File: src/design/mcpb_pkg.sv
// Shared types, constants and lookup functions for the MIDI CC to parameter bus converter.
package mcpb_pkg;

  // Map and controller geometry
  localparam int MAP_ENTRIES        = 128;
  localparam int MAP_AW             = 7;
  localparam int CTL_W              = 6;
  localparam int CONTROLLERS        = 34;
  localparam int SWITCH_CONTROLLERS = 16;

  localparam logic [CTL_W-1:0] CTL_UNMAPPED = 6'd63;
  localparam logic [CTL_W-1:0] CTL_RESET    = 6'd35;

  // Status byte decode
  localparam logic [7:0] STATUS_TYPE_MASK = 8'hF0;
  localparam logic [7:0] STATUS_CC        = 8'hB0;
  localparam logic [7:0] CHANNEL_MASK     = 8'h0F;

  // Switch quantization thresholds
  localparam logic [7:0] HALF_SPLIT   = 8'd64;
  localparam logic [7:0] THIRD_LO     = 8'd42;
  localparam logic [7:0] THIRD_HI     = 8'd84;
  localparam logic [7:0] QUARTER_LO   = 8'd32;
  localparam logic [7:0] QUARTER_MID  = 8'd64;
  localparam logic [7:0] QUARTER_HI   = 8'd96;
  localparam logic [2:0] POS_TWO      = 3'd2;
  localparam logic [2:0] POS_THREE    = 3'd3;
  localparam logic [2:0] POS_FOUR     = 3'd4;
  localparam logic [1:0] FIELD_ONE    = 2'b01;
  localparam logic [1:0] FIELD_TWO    = 2'b11;

  // Command queue
  localparam int QUEUE_DEPTH = 4;
  localparam int QPTR_W      = 2;

  typedef enum logic [1:0] {
    KIND_THRU = 2'd0,
    KIND_ADDR = 2'd1,
    KIND_DATA = 2'd2
  } kind_t;

  typedef enum logic [1:0] {
    OP_THRU      = 2'd0,
    OP_MAP_WRITE = 2'd1,
    OP_SELECT    = 2'd2,
    OP_VALUE     = 2'd3
  } cmd_op_t;

  typedef enum logic [1:0] {
    PH_IDLE   = 2'd0,
    PH_NUMBER = 2'd1,
    PH_VALUE  = 2'd2
  } phase_t;

  typedef enum logic [1:0] {
    BS_IDLE   = 2'd0,
    BS_LOOKUP = 2'd1,
    BS_EMIT   = 2'd2
  } back_state_t;

  typedef struct packed {
    cmd_op_t           op;
    logic [7:0]        data;
    logic [MAP_AW-1:0] map_cc;
    logic [CTL_W-1:0]  map_ctl;
  } cmd_t;

  typedef struct packed {
    logic push;
    cmd_t cmd;
  } q_push_t;

  typedef struct packed {
    logic valid;
    cmd_t cmd;
  } q_head_t;

  typedef struct packed {
    kind_t      kind;
    logic [7:0] data;
    logic       last;
  } res_t;

  typedef struct packed {
    logic [7:0] addr;
    logic [2:0] shift;
    logic [2:0] count;
  } rom_t;

  // Fixed controller table: address, bit shift, position count
  function automatic rom_t rom_read(input logic [CTL_W-1:0] ctl);
    rom_t e;
    unique case (ctl)
      6'd0:    e = '{8'd0,   3'd6, 3'd4};
      6'd1:    e = '{8'd0,   3'd4, 3'd3};
      6'd2:    e = '{8'd0,   3'd2, 3'd3};
      6'd3:    e = '{8'd0,   3'd0, 3'd3};
      6'd4:    e = '{8'd1,   3'd7, 3'd2};
      6'd5:    e = '{8'd1,   3'd6, 3'd2};
      6'd6:    e = '{8'd1,   3'd5, 3'd2};
      6'd7:    e = '{8'd1,   3'd4, 3'd2};
      6'd8:    e = '{8'd1,   3'd3, 3'd2};
      6'd9:    e = '{8'd1,   3'd2, 3'd2};
      6'd10:   e = '{8'd1,   3'd0, 3'd3};
      6'd11:   e = '{8'd2,   3'd3, 3'd2};
      6'd12:   e = '{8'd2,   3'd2, 3'd2};
      6'd13:   e = '{8'd2,   3'd0, 3'd3};
      6'd14:   e = '{8'd130, 3'd0, 3'd0};
      6'd15:   e = '{8'd129, 3'd0, 3'd0};
      6'd16:   e = '{8'd16,  3'd0, 3'd0};
      6'd17:   e = '{8'd17,  3'd0, 3'd0};
      6'd18:   e = '{8'd18,  3'd0, 3'd0};
      6'd19:   e = '{8'd19,  3'd0, 3'd0};
      6'd20:   e = '{8'd20,  3'd0, 3'd0};
      6'd21:   e = '{8'd21,  3'd0, 3'd0};
      6'd22:   e = '{8'd22,  3'd0, 3'd0};
      6'd23:   e = '{8'd23,  3'd0, 3'd0};
      6'd24:   e = '{8'd24,  3'd0, 3'd0};
      6'd25:   e = '{8'd25,  3'd0, 3'd0};
      6'd26:   e = '{8'd26,  3'd0, 3'd0};
      6'd27:   e = '{8'd27,  3'd0, 3'd0};
      6'd28:   e = '{8'd28,  3'd0, 3'd0};
      6'd29:   e = '{8'd29,  3'd0, 3'd0};
      6'd30:   e = '{8'd30,  3'd0, 3'd0};
      6'd31:   e = '{8'd31,  3'd0, 3'd0};
      6'd32:   e = '{8'd32,  3'd0, 3'd0};
      6'd33:   e = '{8'd33,  3'd0, 3'd0};
      default: e = '{8'd0,   3'd0, 3'd0};
    endcase
    return e;
  endfunction

  // Power-up CC map; every CC not listed is unmapped
  function automatic logic [CTL_W-1:0] default_map(input logic [MAP_AW-1:0] cc);
    logic [CTL_W-1:0] ctl;
    unique case (cc)
      7'd11:   ctl = 6'd0;
      7'd74:   ctl = 6'd1;
      7'd9:    ctl = 6'd2;
      7'd75:   ctl = 6'd3;
      7'd10:   ctl = 6'd17;
      7'd15:   ctl = 6'd18;
      7'd16:   ctl = 6'd19;
      7'd21:   ctl = 6'd22;
      7'd19:   ctl = 6'd23;
      7'd27:   ctl = 6'd24;
      7'd7:    ctl = 6'd27;
      7'd3:    ctl = 6'd28;
      7'd28:   ctl = 6'd30;
      7'd29:   ctl = 6'd31;
      7'd30:   ctl = 6'd32;
      7'd31:   ctl = 6'd33;
      default: ctl = CTL_UNMAPPED;
    endcase
    return ctl;
  endfunction

endpackage

File: src/design/mcpb_front.sv
// Front end: config register, routing and running-status tracking, command classification.
module mcpb_front (
  input  logic                          clk,
  input  logic                          rst,
  input  logic                          cfg_wr_en,
  input  logic [3:0]                    cfg_wr_data,
  input  logic                          in_valid,
  output logic                          in_stall,
  input  logic                          mode,
  input  logic [7:0]                    midi_byte,
  input  logic [mcpb_pkg::MAP_AW-1:0]   map_cc,
  input  logic [mcpb_pkg::CTL_W-1:0]    map_controller,
  input  logic                          q_full,
  output mcpb_pkg::q_push_t             push
);

  logic [3:0]       channel;
  logic             route;
  logic             route_next;
  mcpb_pkg::phase_t phase;
  mcpb_pkg::phase_t phase_next;
  logic             accept;
  logic             own_cc;

  assign in_stall     = q_full;
  assign accept       = in_valid && !q_full;
  assign own_cc = ((midi_byte & mcpb_pkg::STATUS_TYPE_MASK) == mcpb_pkg::STATUS_CC) &&
                  ((midi_byte & mcpb_pkg::CHANNEL_MASK) == {4'd0, channel});

  // Hold config and routing state
  always_ff @(posedge clk) begin
    if (rst) begin
      channel <= 4'd0;
      route   <= 1'b0;
      phase   <= mcpb_pkg::PH_IDLE;
    end else begin
      if (cfg_wr_en) begin
        channel <= cfg_wr_data;
      end
      route <= route_next;
      phase <= phase_next;
    end
  end

  // Classify each accepted request into a queue command
  always_comb begin
    route_next       = route;
    phase_next       = phase;
    push.push        = 1'b0;
    push.cmd.op      = mcpb_pkg::OP_THRU;
    push.cmd.data    = midi_byte;
    push.cmd.map_cc  = map_cc;
    push.cmd.map_ctl = map_controller;
    if (accept) begin
      if (mode) begin
        push.push   = 1'b1;
        push.cmd.op = mcpb_pkg::OP_MAP_WRITE;
      end else if (midi_byte[7]) begin
        if (own_cc) begin
          route_next = 1'b1;
          phase_next = mcpb_pkg::PH_NUMBER;
        end else begin
          route_next  = 1'b0;
          push.push   = 1'b1;
          push.cmd.op = mcpb_pkg::OP_THRU;
        end
      end else if (!route) begin
        push.push   = 1'b1;
        push.cmd.op = mcpb_pkg::OP_THRU;
      end else begin
        unique case (phase)
          mcpb_pkg::PH_NUMBER: begin
            push.push   = 1'b1;
            push.cmd.op = mcpb_pkg::OP_SELECT;
            phase_next  = mcpb_pkg::PH_VALUE;
          end
          mcpb_pkg::PH_VALUE: begin
            push.push   = 1'b1;
            push.cmd.op = mcpb_pkg::OP_VALUE;
            phase_next  = mcpb_pkg::PH_NUMBER;
          end
          default: begin
            // drop data bytes while no CC number is expected
            push.push = 1'b0;
          end
        endcase
      end
    end
  end

endmodule

File: src/design/mcpb_queue.sv
// Short command queue between the classifying front end and the executing back end.
module mcpb_queue (
  input  logic              clk,
  input  logic              rst,
  input  mcpb_pkg::q_push_t push,
  output logic              full,
  input  logic              pop,
  output mcpb_pkg::q_head_t head
);

  mcpb_pkg::cmd_t                slots [mcpb_pkg::QUEUE_DEPTH];
  logic [mcpb_pkg::QPTR_W-1:0]   wr_ptr;
  logic [mcpb_pkg::QPTR_W-1:0]   rd_ptr;
  logic [mcpb_pkg::QPTR_W:0]     count;
  logic                          do_pop;

  assign full       = (count == (mcpb_pkg::QPTR_W+1)'(mcpb_pkg::QUEUE_DEPTH));
  assign head.valid = (count != '0);
  assign head.cmd   = slots[rd_ptr];
  assign do_pop     = pop && head.valid;

  // Store pushed commands
  always_ff @(posedge clk) begin
    if (push.push) begin
      slots[wr_ptr] <= push.cmd;
    end
  end

  // Advance pointers and occupancy
  always_ff @(posedge clk) begin
    if (rst) begin
      wr_ptr <= '0;
      rd_ptr <= '0;
      count  <= '0;
    end else begin
      if (push.push) begin
        wr_ptr <= wr_ptr + 1'b1;
      end
      if (do_pop) begin
        rd_ptr <= rd_ptr + 1'b1;
      end
      unique case ({push.push, do_pop})
        2'b10:   count <= count + 1'b1;
        2'b01:   count <= count - 1'b1;
        default: count <= count;
      endcase
    end
  end

endmodule

File: src/design/mcpb_back.sv
// Back end: CC map memory, controller selection, pot and switch conversion, output register.
module mcpb_back #(
  parameter int SWITCH_GROUPS = 3
) (
  input  logic              clk,
  input  logic              rst,
  input  mcpb_pkg::q_head_t head,
  output logic              pop,
  output logic              out_valid,
  input  logic              out_stall,
  output logic [1:0]        kind,
  output logic [7:0]        out_byte,
  output logic              last
);

  localparam int GW = (SWITCH_GROUPS > 1) ? $clog2(SWITCH_GROUPS) : 1;

  // CC map memory with per-entry valid bits
  logic [mcpb_pkg::CTL_W-1:0]      map_mem [mcpb_pkg::MAP_ENTRIES];
  logic [mcpb_pkg::MAP_ENTRIES-1:0] map_vld;
  logic                            mem_we;
  logic [mcpb_pkg::MAP_AW-1:0]     rd_addr;
  logic [mcpb_pkg::CTL_W-1:0]      rd_ctl;
  logic                            rd_vld;
  logic [mcpb_pkg::MAP_AW-1:0]     rd_cc;

  // Controller context and switch bytes
  logic [mcpb_pkg::CTL_W-1:0] cur_ctl;
  logic [mcpb_pkg::CTL_W-1:0] cur_ctl_next;
  logic [7:0]                 cur_addr;
  logic [7:0]                 cur_addr_next;
  logic [7:0]                 groups [SWITCH_GROUPS];
  logic                       grp_we;

  // Sequencer, pending words, output register
  mcpb_pkg::back_state_t state;
  mcpb_pkg::back_state_t state_next;
  mcpb_pkg::res_t        pend0;
  mcpb_pkg::res_t        pend0_next;
  mcpb_pkg::res_t        pend1;
  mcpb_pkg::res_t        pend1_next;
  mcpb_pkg::res_t        res;
  mcpb_pkg::res_t        res_next;
  logic                  res_valid;
  logic                  res_valid_next;
  logic                  can_load;

  // Conversion datapath
  mcpb_pkg::rom_t             e;
  mcpb_pkg::rom_t             sel_e;
  logic [mcpb_pkg::CTL_W-1:0] sel_ctl;
  logic [7:0]                 v;
  logic [1:0]                 q;
  logic [1:0]                 fw;
  logic                       cnt_ok;
  logic                       is_switch;
  logic                       is_pot;
  logic                       grp_ok;
  logic [GW-1:0]              gidx;
  logic [9:0]                 fmask;
  logic [9:0]                 fval;
  logic [7:0]                 old_b;
  logic [7:0]                 new_b;
  logic [7:0]                 diff;
  logic                       sw_hit;

  assign rd_addr   = head.cmd.data[mcpb_pkg::MAP_AW-1:0];
  assign can_load  = !res_valid || !out_stall;
  assign out_valid = res_valid;
  assign kind      = res.kind;
  assign out_byte  = res.data;
  assign last      = res.last;

  // Write map entries and register every read
  always_ff @(posedge clk) begin
    if (mem_we) begin
      map_mem[head.cmd.map_cc] <= head.cmd.map_ctl;
    end
    rd_ctl <= map_mem[rd_addr];
    rd_vld <= map_vld[rd_addr];
    rd_cc  <= rd_addr;
  end

  // Mark written map entries
  always_ff @(posedge clk) begin
    if (rst) begin
      map_vld <= '0;
    end else if (mem_we) begin
      map_vld[head.cmd.map_cc] <= 1'b1;
    end
  end

  // Hold switch group bytes
  always_ff @(posedge clk) begin
    if (rst) begin
      for (int i = 0; i < SWITCH_GROUPS; i++) begin
        groups[i] <= 8'd0;
      end
    end else if (grp_we) begin
      groups[gidx] <= new_b;
    end
  end

  // Control registers
  always_ff @(posedge clk) begin
    if (rst) begin
      state     <= mcpb_pkg::BS_IDLE;
      cur_ctl   <= mcpb_pkg::CTL_RESET;
      cur_addr  <= 8'd0;
      res_valid <= 1'b0;
    end else begin
      state     <= state_next;
      cur_ctl   <= cur_ctl_next;
      cur_addr  <= cur_addr_next;
      res_valid <= res_valid_next;
    end
  end

  // Payload registers
  always_ff @(posedge clk) begin
    pend0 <= pend0_next;
    pend1 <= pend1_next;
    res   <= res_next;
  end

  // Quantize the value and merge it into its switch byte
  always_comb begin
    e         = mcpb_pkg::rom_read(cur_ctl);
    v         = head.cmd.data;
    is_switch = cur_ctl < mcpb_pkg::CTL_W'(mcpb_pkg::SWITCH_CONTROLLERS);
    is_pot    = !is_switch && (cur_ctl < mcpb_pkg::CTL_W'(mcpb_pkg::CONTROLLERS));
    grp_ok    = cur_addr < 8'(SWITCH_GROUPS);
    gidx      = cur_addr[GW-1:0];
    old_b     = groups[gidx];
    fw        = 2'b00;
    q         = 2'd0;
    cnt_ok    = 1'b1;
    unique case (e.count)
      mcpb_pkg::POS_TWO: begin
        fw = mcpb_pkg::FIELD_ONE;
        q  = (v < mcpb_pkg::HALF_SPLIT) ? 2'd0 : 2'd1;
      end
      mcpb_pkg::POS_THREE: begin
        fw = mcpb_pkg::FIELD_TWO;
        q  = (v < mcpb_pkg::THIRD_LO) ? 2'd0 : (v < mcpb_pkg::THIRD_HI) ? 2'd1 : 2'd2;
      end
      mcpb_pkg::POS_FOUR: begin
        fw = mcpb_pkg::FIELD_TWO;
        q  = (v < mcpb_pkg::QUARTER_LO) ? 2'd0 :
             (v < mcpb_pkg::QUARTER_MID) ? 2'd1 :
             (v < mcpb_pkg::QUARTER_HI) ? 2'd2 : 2'd3;
      end
      default: cnt_ok = 1'b0;
    endcase
    fmask  = {8'd0, fw} << e.shift;
    fval   = {8'd0, q} << e.shift;
    new_b  = (old_b & ~fmask[7:0]) | fval[7:0];
    diff   = new_b ^ old_b;
    sw_hit = is_switch && grp_ok && cnt_ok && (diff != 8'd0);
  end

  // Sequence commands and emit results
  always_comb begin
    state_next     = state;
    cur_ctl_next   = cur_ctl;
    cur_addr_next  = cur_addr;
    pend0_next     = pend0;
    pend1_next     = pend1;
    res_next       = res;
    res_valid_next = res_valid && out_stall;
    pop            = 1'b0;
    mem_we         = 1'b0;
    grp_we         = 1'b0;
    sel_ctl        = rd_vld ? rd_ctl : mcpb_pkg::default_map(rd_cc);
    sel_e          = mcpb_pkg::rom_read(sel_ctl);
    unique case (state)
      mcpb_pkg::BS_IDLE: begin
        if (head.valid) begin
          unique case (head.cmd.op)
            mcpb_pkg::OP_MAP_WRITE: begin
              pop    = 1'b1;
              mem_we = 1'b1;
            end
            mcpb_pkg::OP_THRU: begin
              if (can_load) begin
                pop            = 1'b1;
                res_next       = '{mcpb_pkg::KIND_THRU, head.cmd.data, 1'b1};
                res_valid_next = 1'b1;
              end
            end
            mcpb_pkg::OP_SELECT: begin
              pop        = 1'b1;
              state_next = mcpb_pkg::BS_LOOKUP;
            end
            mcpb_pkg::OP_VALUE: begin
              if (sw_hit) begin
                if (can_load) begin
                  pop            = 1'b1;
                  grp_we         = 1'b1;
                  res_next       = '{mcpb_pkg::KIND_ADDR, cur_addr, 1'b0};
                  res_valid_next = 1'b1;
                  pend0_next     = '{mcpb_pkg::KIND_DATA, diff, 1'b0};
                  pend1_next     = '{mcpb_pkg::KIND_DATA, new_b, 1'b1};
                  state_next     = mcpb_pkg::BS_EMIT;
                end
              end else if (is_pot) begin
                if (can_load) begin
                  pop            = 1'b1;
                  res_next       = '{mcpb_pkg::KIND_ADDR, cur_addr, 1'b0};
                  res_valid_next = 1'b1;
                  pend1_next     = '{mcpb_pkg::KIND_DATA, {v[6:0], 1'b0}, 1'b1};
                  pend0_next     = pend1_next;
                  state_next     = mcpb_pkg::BS_EMIT;
                end
              end else begin
                // drop values that change nothing
                pop = 1'b1;
              end
            end
            default: pop = 1'b0;
          endcase
        end
      end
      mcpb_pkg::BS_LOOKUP: begin
        cur_ctl_next  = sel_ctl;
        cur_addr_next = (sel_ctl < mcpb_pkg::CTL_W'(mcpb_pkg::CONTROLLERS)) ?
                        sel_e.addr : 8'd0;
        state_next    = mcpb_pkg::BS_IDLE;
      end
      mcpb_pkg::BS_EMIT: begin
        if (can_load) begin
          res_next       = pend0;
          res_valid_next = 1'b1;
          pend0_next     = pend1;
          if (pend0.last) begin
            state_next = mcpb_pkg::BS_IDLE;
          end
        end
      end
      default: state_next = mcpb_pkg::BS_IDLE;
    endcase
  end

endmodule

File: src/design/midi_cc_to_param_bus_converter_top.sv
// Top level of the MIDI CC to parameter bus converter.
// Usage:
//   Input channel (in_valid/in_stall) carries one request per MIDI byte or map write
//   (mode = 1 writes map_controller into the entry of map_cc and gives no result).
//   Output channel (out_valid/out_stall) carries result words: kind, out_byte and
//   last, which marks the final word caused by one request.
//   cfg_wr_en/cfg_wr_data set the MIDI channel whose control changes are converted.
// Path: with the command queue empty and the back end idle, the first result word of a
//   request passes through the queue and then the output register.
// Back end work: a thru byte or map write needs no extra back-end state, a CC number
//   passes through the lookup state (registered map memory read), a pot value gives
//   address and data words and a changed switch gives address, mask and byte words,
//   all limited by the single output register. The front end takes a request every
//   cycle while the 4-entry command queue has room; in_stall rises when it is full.
// Reset: routing goes to thru, the map returns to its power-up contents through
//   per-entry valid bits (no clearing pass), switch bytes clear, channel is 0.
// Receiver stall: the output word holds, the back end stops at its next word to emit,
//   the queue fills and then the input stalls.
module midi_cc_to_param_bus_converter_top #(
  parameter int SWITCH_GROUPS = 3
) (
  input  logic       clk,
  input  logic       rst,
  input  logic       cfg_wr_en,
  input  logic [3:0] cfg_wr_data,
  input  logic       in_valid,
  output logic       in_stall,
  input  logic       mode,
  input  logic [7:0] midi_byte,
  input  logic [6:0] map_cc,
  input  logic [5:0] map_controller,
  output logic       out_valid,
  input  logic       out_stall,
  output logic [1:0] kind,
  output logic [7:0] out_byte,
  output logic       last
);

  mcpb_pkg::q_push_t push;
  mcpb_pkg::q_head_t head;
  logic              q_full;
  logic              pop;

  mcpb_front u_front (
    .clk            (clk),
    .rst            (rst),
    .cfg_wr_en      (cfg_wr_en),
    .cfg_wr_data    (cfg_wr_data),
    .in_valid       (in_valid),
    .in_stall       (in_stall),
    .mode           (mode),
    .midi_byte      (midi_byte),
    .map_cc         (map_cc),
    .map_controller (map_controller),
    .q_full         (q_full),
    .push           (push)
  );

  mcpb_queue u_queue (
    .clk  (clk),
    .rst  (rst),
    .push (push),
    .full (q_full),
    .pop  (pop),
    .head (head)
  );

  mcpb_back #(
    .SWITCH_GROUPS (SWITCH_GROUPS)
  ) u_back (
    .clk       (clk),
    .rst       (rst),
    .head      (head),
    .pop       (pop),
    .out_valid (out_valid),
    .out_stall (out_stall),
    .kind      (kind),
    .out_byte  (out_byte),
    .last      (last)
  );

endmodule

File: config.mk
export PLATFORM = sky130hd
export DESIGN_NAME = midi_cc_to_param_bus_converter_top
export DESIGN_NICKNAME = d
export VERILOG_FILES = /design/src/design/mcpb_pkg.sv /design/src/design/mcpb_front.sv /design/src/design/mcpb_queue.sv /design/src/design/mcpb_back.sv /design/src/design/midi_cc_to_param_bus_converter_top.sv
export SDC_FILE = /design/constraint.sdc
export NUM_CORES = 2
export LEC_CHECK = 0
export ABC_AREA = 1
export BUFFER_PORTS_ARGS = -buffer_cell sky130_fd_sc_hd__clkbuf_2
export CORE_ASPECT_RATIO = 0.7
export CORE_MARGIN = 2
export CORE_UTILIZATION = 55
export CTS_CLUSTER_DIAMETER = 40
export DETAILED_ROUTE_END_ITERATION = 6
export HOLD_SLACK_MARGIN = 0.05
export PLACE_DENSITY = 0.74
export SETUP_SLACK_MARGIN = 0.3
export SYNTH_ARGS = -nofsm -noshare
export SYNTH_HDL_FRONTEND = slang
export SYNTH_SLANG_ARGS = --single-unit
File: constraint.sdc
create_clock -name clk -period 18 [get_ports clk]
set_input_delay 1.8 -clock clk [delete_from_list [all_inputs] [get_ports clk]]
set_output_delay 1.8 -clock clk [all_outputs]
set_load 0.1 [all_outputs]
==> metrics.txt <==
max-cap violations 0; Fin Hold WS 466 ps; Slew Viols, Final 0; wire length on met3 15.2 mm; Root Driver clkbuf_16; most common cell after layout, fill and taps aside nor2_1; CTS Buf Count 104; clk_skew 24.6 ps; Detail Placement HPWL 68.7 mm; Clock Tree Buf Depth 3; clock slew at reported path FFs 70 ps; Setup TNS 0 ps; via count 31,363; DIE HEIGHT 242 um; syn avg cell area 11.2 um2; drt drc 0; critical path fanouts, max 48; CTS tree built; Top Layer Used met4; GRT overflow 0; die width 345 um; Synth Instances 3,997; Clock Sinks 1,102; share of layout cells above drive strength 1 7.74%; clock latency on the worst-skew pair 700 ps; Slew headroom 9.94%; RSZ-0062 raised after global routing no; setup violation total in the final timing report 0; Total Routed Length 118 mm; antenna violations before repair 2; most frequent cells in the layout nor2_1 (1,026), edfxtp_1 (920), o21ai_0 (418); vias in the first global route 28,925; Fmax achieved 0.180 GHz; Post-synth EDFFs 920; endpoint type of the worst setup path flop; area grow syn2layout 10.3%; Lkg Pwr 16.6 nW; Final Hold Fails 0; total die area 0.0835 mm2; DR WL/cell 23.0 um; Vias/cell 6.10; register area share after synthesis 70.0%; core area 0.0804 mm2; Post-CTS Resized 0; H-tree level count 3; met2 WL post-DR 50.8 mm; Nets 4,025; Setup crit start kind flop; PwrDens 170 mW/mm2; cts hold-fix bufs 0; Setup CP Type reg -> reg; synthesized area 0.0447 mm2; Post-CTS Setup Bufs 0; Filler cells 6,126; Primary FF master, synth edfxtp_1; Port-buffer cells 43; DR pass1 iterations 7; outcome finished clean; largest net degree at the start of global routing 206; period utilization 30.8%; Site Rows 87; Peak supply drop 0.129 mV; starting density of the core 55.5%; arrival time worst endpoint 5840 ps; Async S/R FF share, synth 0%; first-pass GRT wire length 177 mm; RePlAce Congestion 0.912; Worst Tran Pin Value 1350 ps; Synth Register Bits 1,102; final critical-path required period 5540 ps; Yosys Warn Count 0; distinct cell type count after synthesis 51; # IOs 44; required time of the critical path 18,290 ps; All-Layer GR Usage 28.1%; Power Total 0.00838 W; Hold Crit Class reg -> reg; post-route ant nets 0; Starting DRT DRC Count 4,614; DRT met1 WL 49.0 mm
-- cell type report --
type                    count  area (um2)  area share (%)
flip-flops and latches   1102       31300            63.5
multi-input cells        2515       12000            24.4
clock buffers             142        2880            5.84
well taps                1068        1340            2.71
inverters                 163         622            1.26
repair buffers             92         602            1.22
clock inverters            55         557            1.13
diodes                      1        2.50         0.00508
-- cells in the mapped netlist, drive strengths merged (2+ instances only) --
master | n | share of area (%)
o2111ai | 5 | 0.098
clkinv | 5 | 0.042
ha | 15 | 0.42
o21a | 16 | 0.27
clkbuf | 170 | 1.4
o21bai | 2 | 0.034
or2 | 13 | 0.18
a2111oi | 25 | 0.49
o32ai | 9 | 0.18
o311ai | 19 | 0.37
o211ai | 39 | 0.66
o21ai | 421 | 4.7
dfxtp | 182 | 8.2
a22o | 3 | 0.059
inv | 158 | 1.3
nand2 | 414 | 3.6
nor3 | 47 | 0.55
a32oi | 17 | 0.33
a21oi | 125 | 1.4
xor2 | 4 | 0.078
nor4 | 2 | 0.028
o22ai | 121 | 1.7
nand4 | 11 | 0.15
a31oi | 22 | 0.31
nor2 | 1032 | 8.7
nand3 | 87 | 1.1
edfxtp | 920 | 62
a221oi | 4 | 0.078
o221ai | 46 | 0.90
buf | 54 | 0.61
-- metal layers --
layer,up-vias,global-route usage (%)
met5,-,0
li1,14167,-
met3,232,8.18
met4,0,7.85
met2,1876,39.8
met1,15088,42.1
-- worst max-delay path, stage by stage (launching register included) --
cell and delay [ps]:
dfxtp_1 310, buf_4 410, inv_2 440, nand2_1 150
nand3_1 100, nand2_2 110, buf_4 590, nand2_4 410
nand2_1 160, nand2_1 80, nand2_1 80, nand3_2 100
nand2_2 160, nand2_2 80, nand2_1 90, nand2_1 60
nand2_1 80, nand2_1 70, nand2_1 60, nor2_1 50
nand2_2 70, nand2_2 240, nand2_1 180, a21oi_1 80
nor3_1 910
-- flip-flops by register name (all words and copies together), names as in the netlist, 3 cells and up, named ones only --
name	count
u_queue.slots	92
u_back.out_byte	8
u_queue.count	3
u_back.pend1	8
u_back.pend0	9
u_back.map_mem	768
u_front.channel	4
u_back.map_vld	128
u_back.rd_ctl	6
u_back.groups	32
u_back.cur_ctl	6
u_back.cur_addr	7
u_back.e	6
u_back.rd_cc	7
-- metrics by stage --
stage                     setup slack, ps  cells  area, um2  util [%]
final                               12460   5138      49300      61.3
after global routing                11980   5137      49300      61.2
after CTS                           12500   5137      49300      61.2
after detailed placement            12520   4940      45800      57.0
after global placement              12630   4940      45800      57.0
after floorplan                     12140   4004      44700         -
-- kinds of logic after synthesis --
kind of cell	Yosys count	share of synthesized area, %
buf+inv	387	3.41
fa+ha+maj	16	0.465
xor+xnor	4	0.0784
compound gates	879	11.7
mux	1	0.0224
flops	1102	70.0
other cells	1	0.00840
simple gates	1607	14.3
-- where the power goes --
group | internal (W) | switching [W]
sequential | 0.00316 | 0.0000469
combinational | 0.000653 | 0.00231
clock | 0.00123 | 0.000980
-- path summary, 6_finish.rpt --
kind / start / to / cells after the start / slack [ps]
max: flop / u_back.pend0[3] / 24 / 12460
min: u_back.map_vld[89] / u_back.map_vld[89] / 2 / 470
max reg2reg: flop / u_back.pend0[3] / 24 / 12460
min reg2reg: u_back.map_vld[89] / u_back.map_vld[89] / 2 / 470
Power figures use the tool's default switching activity.
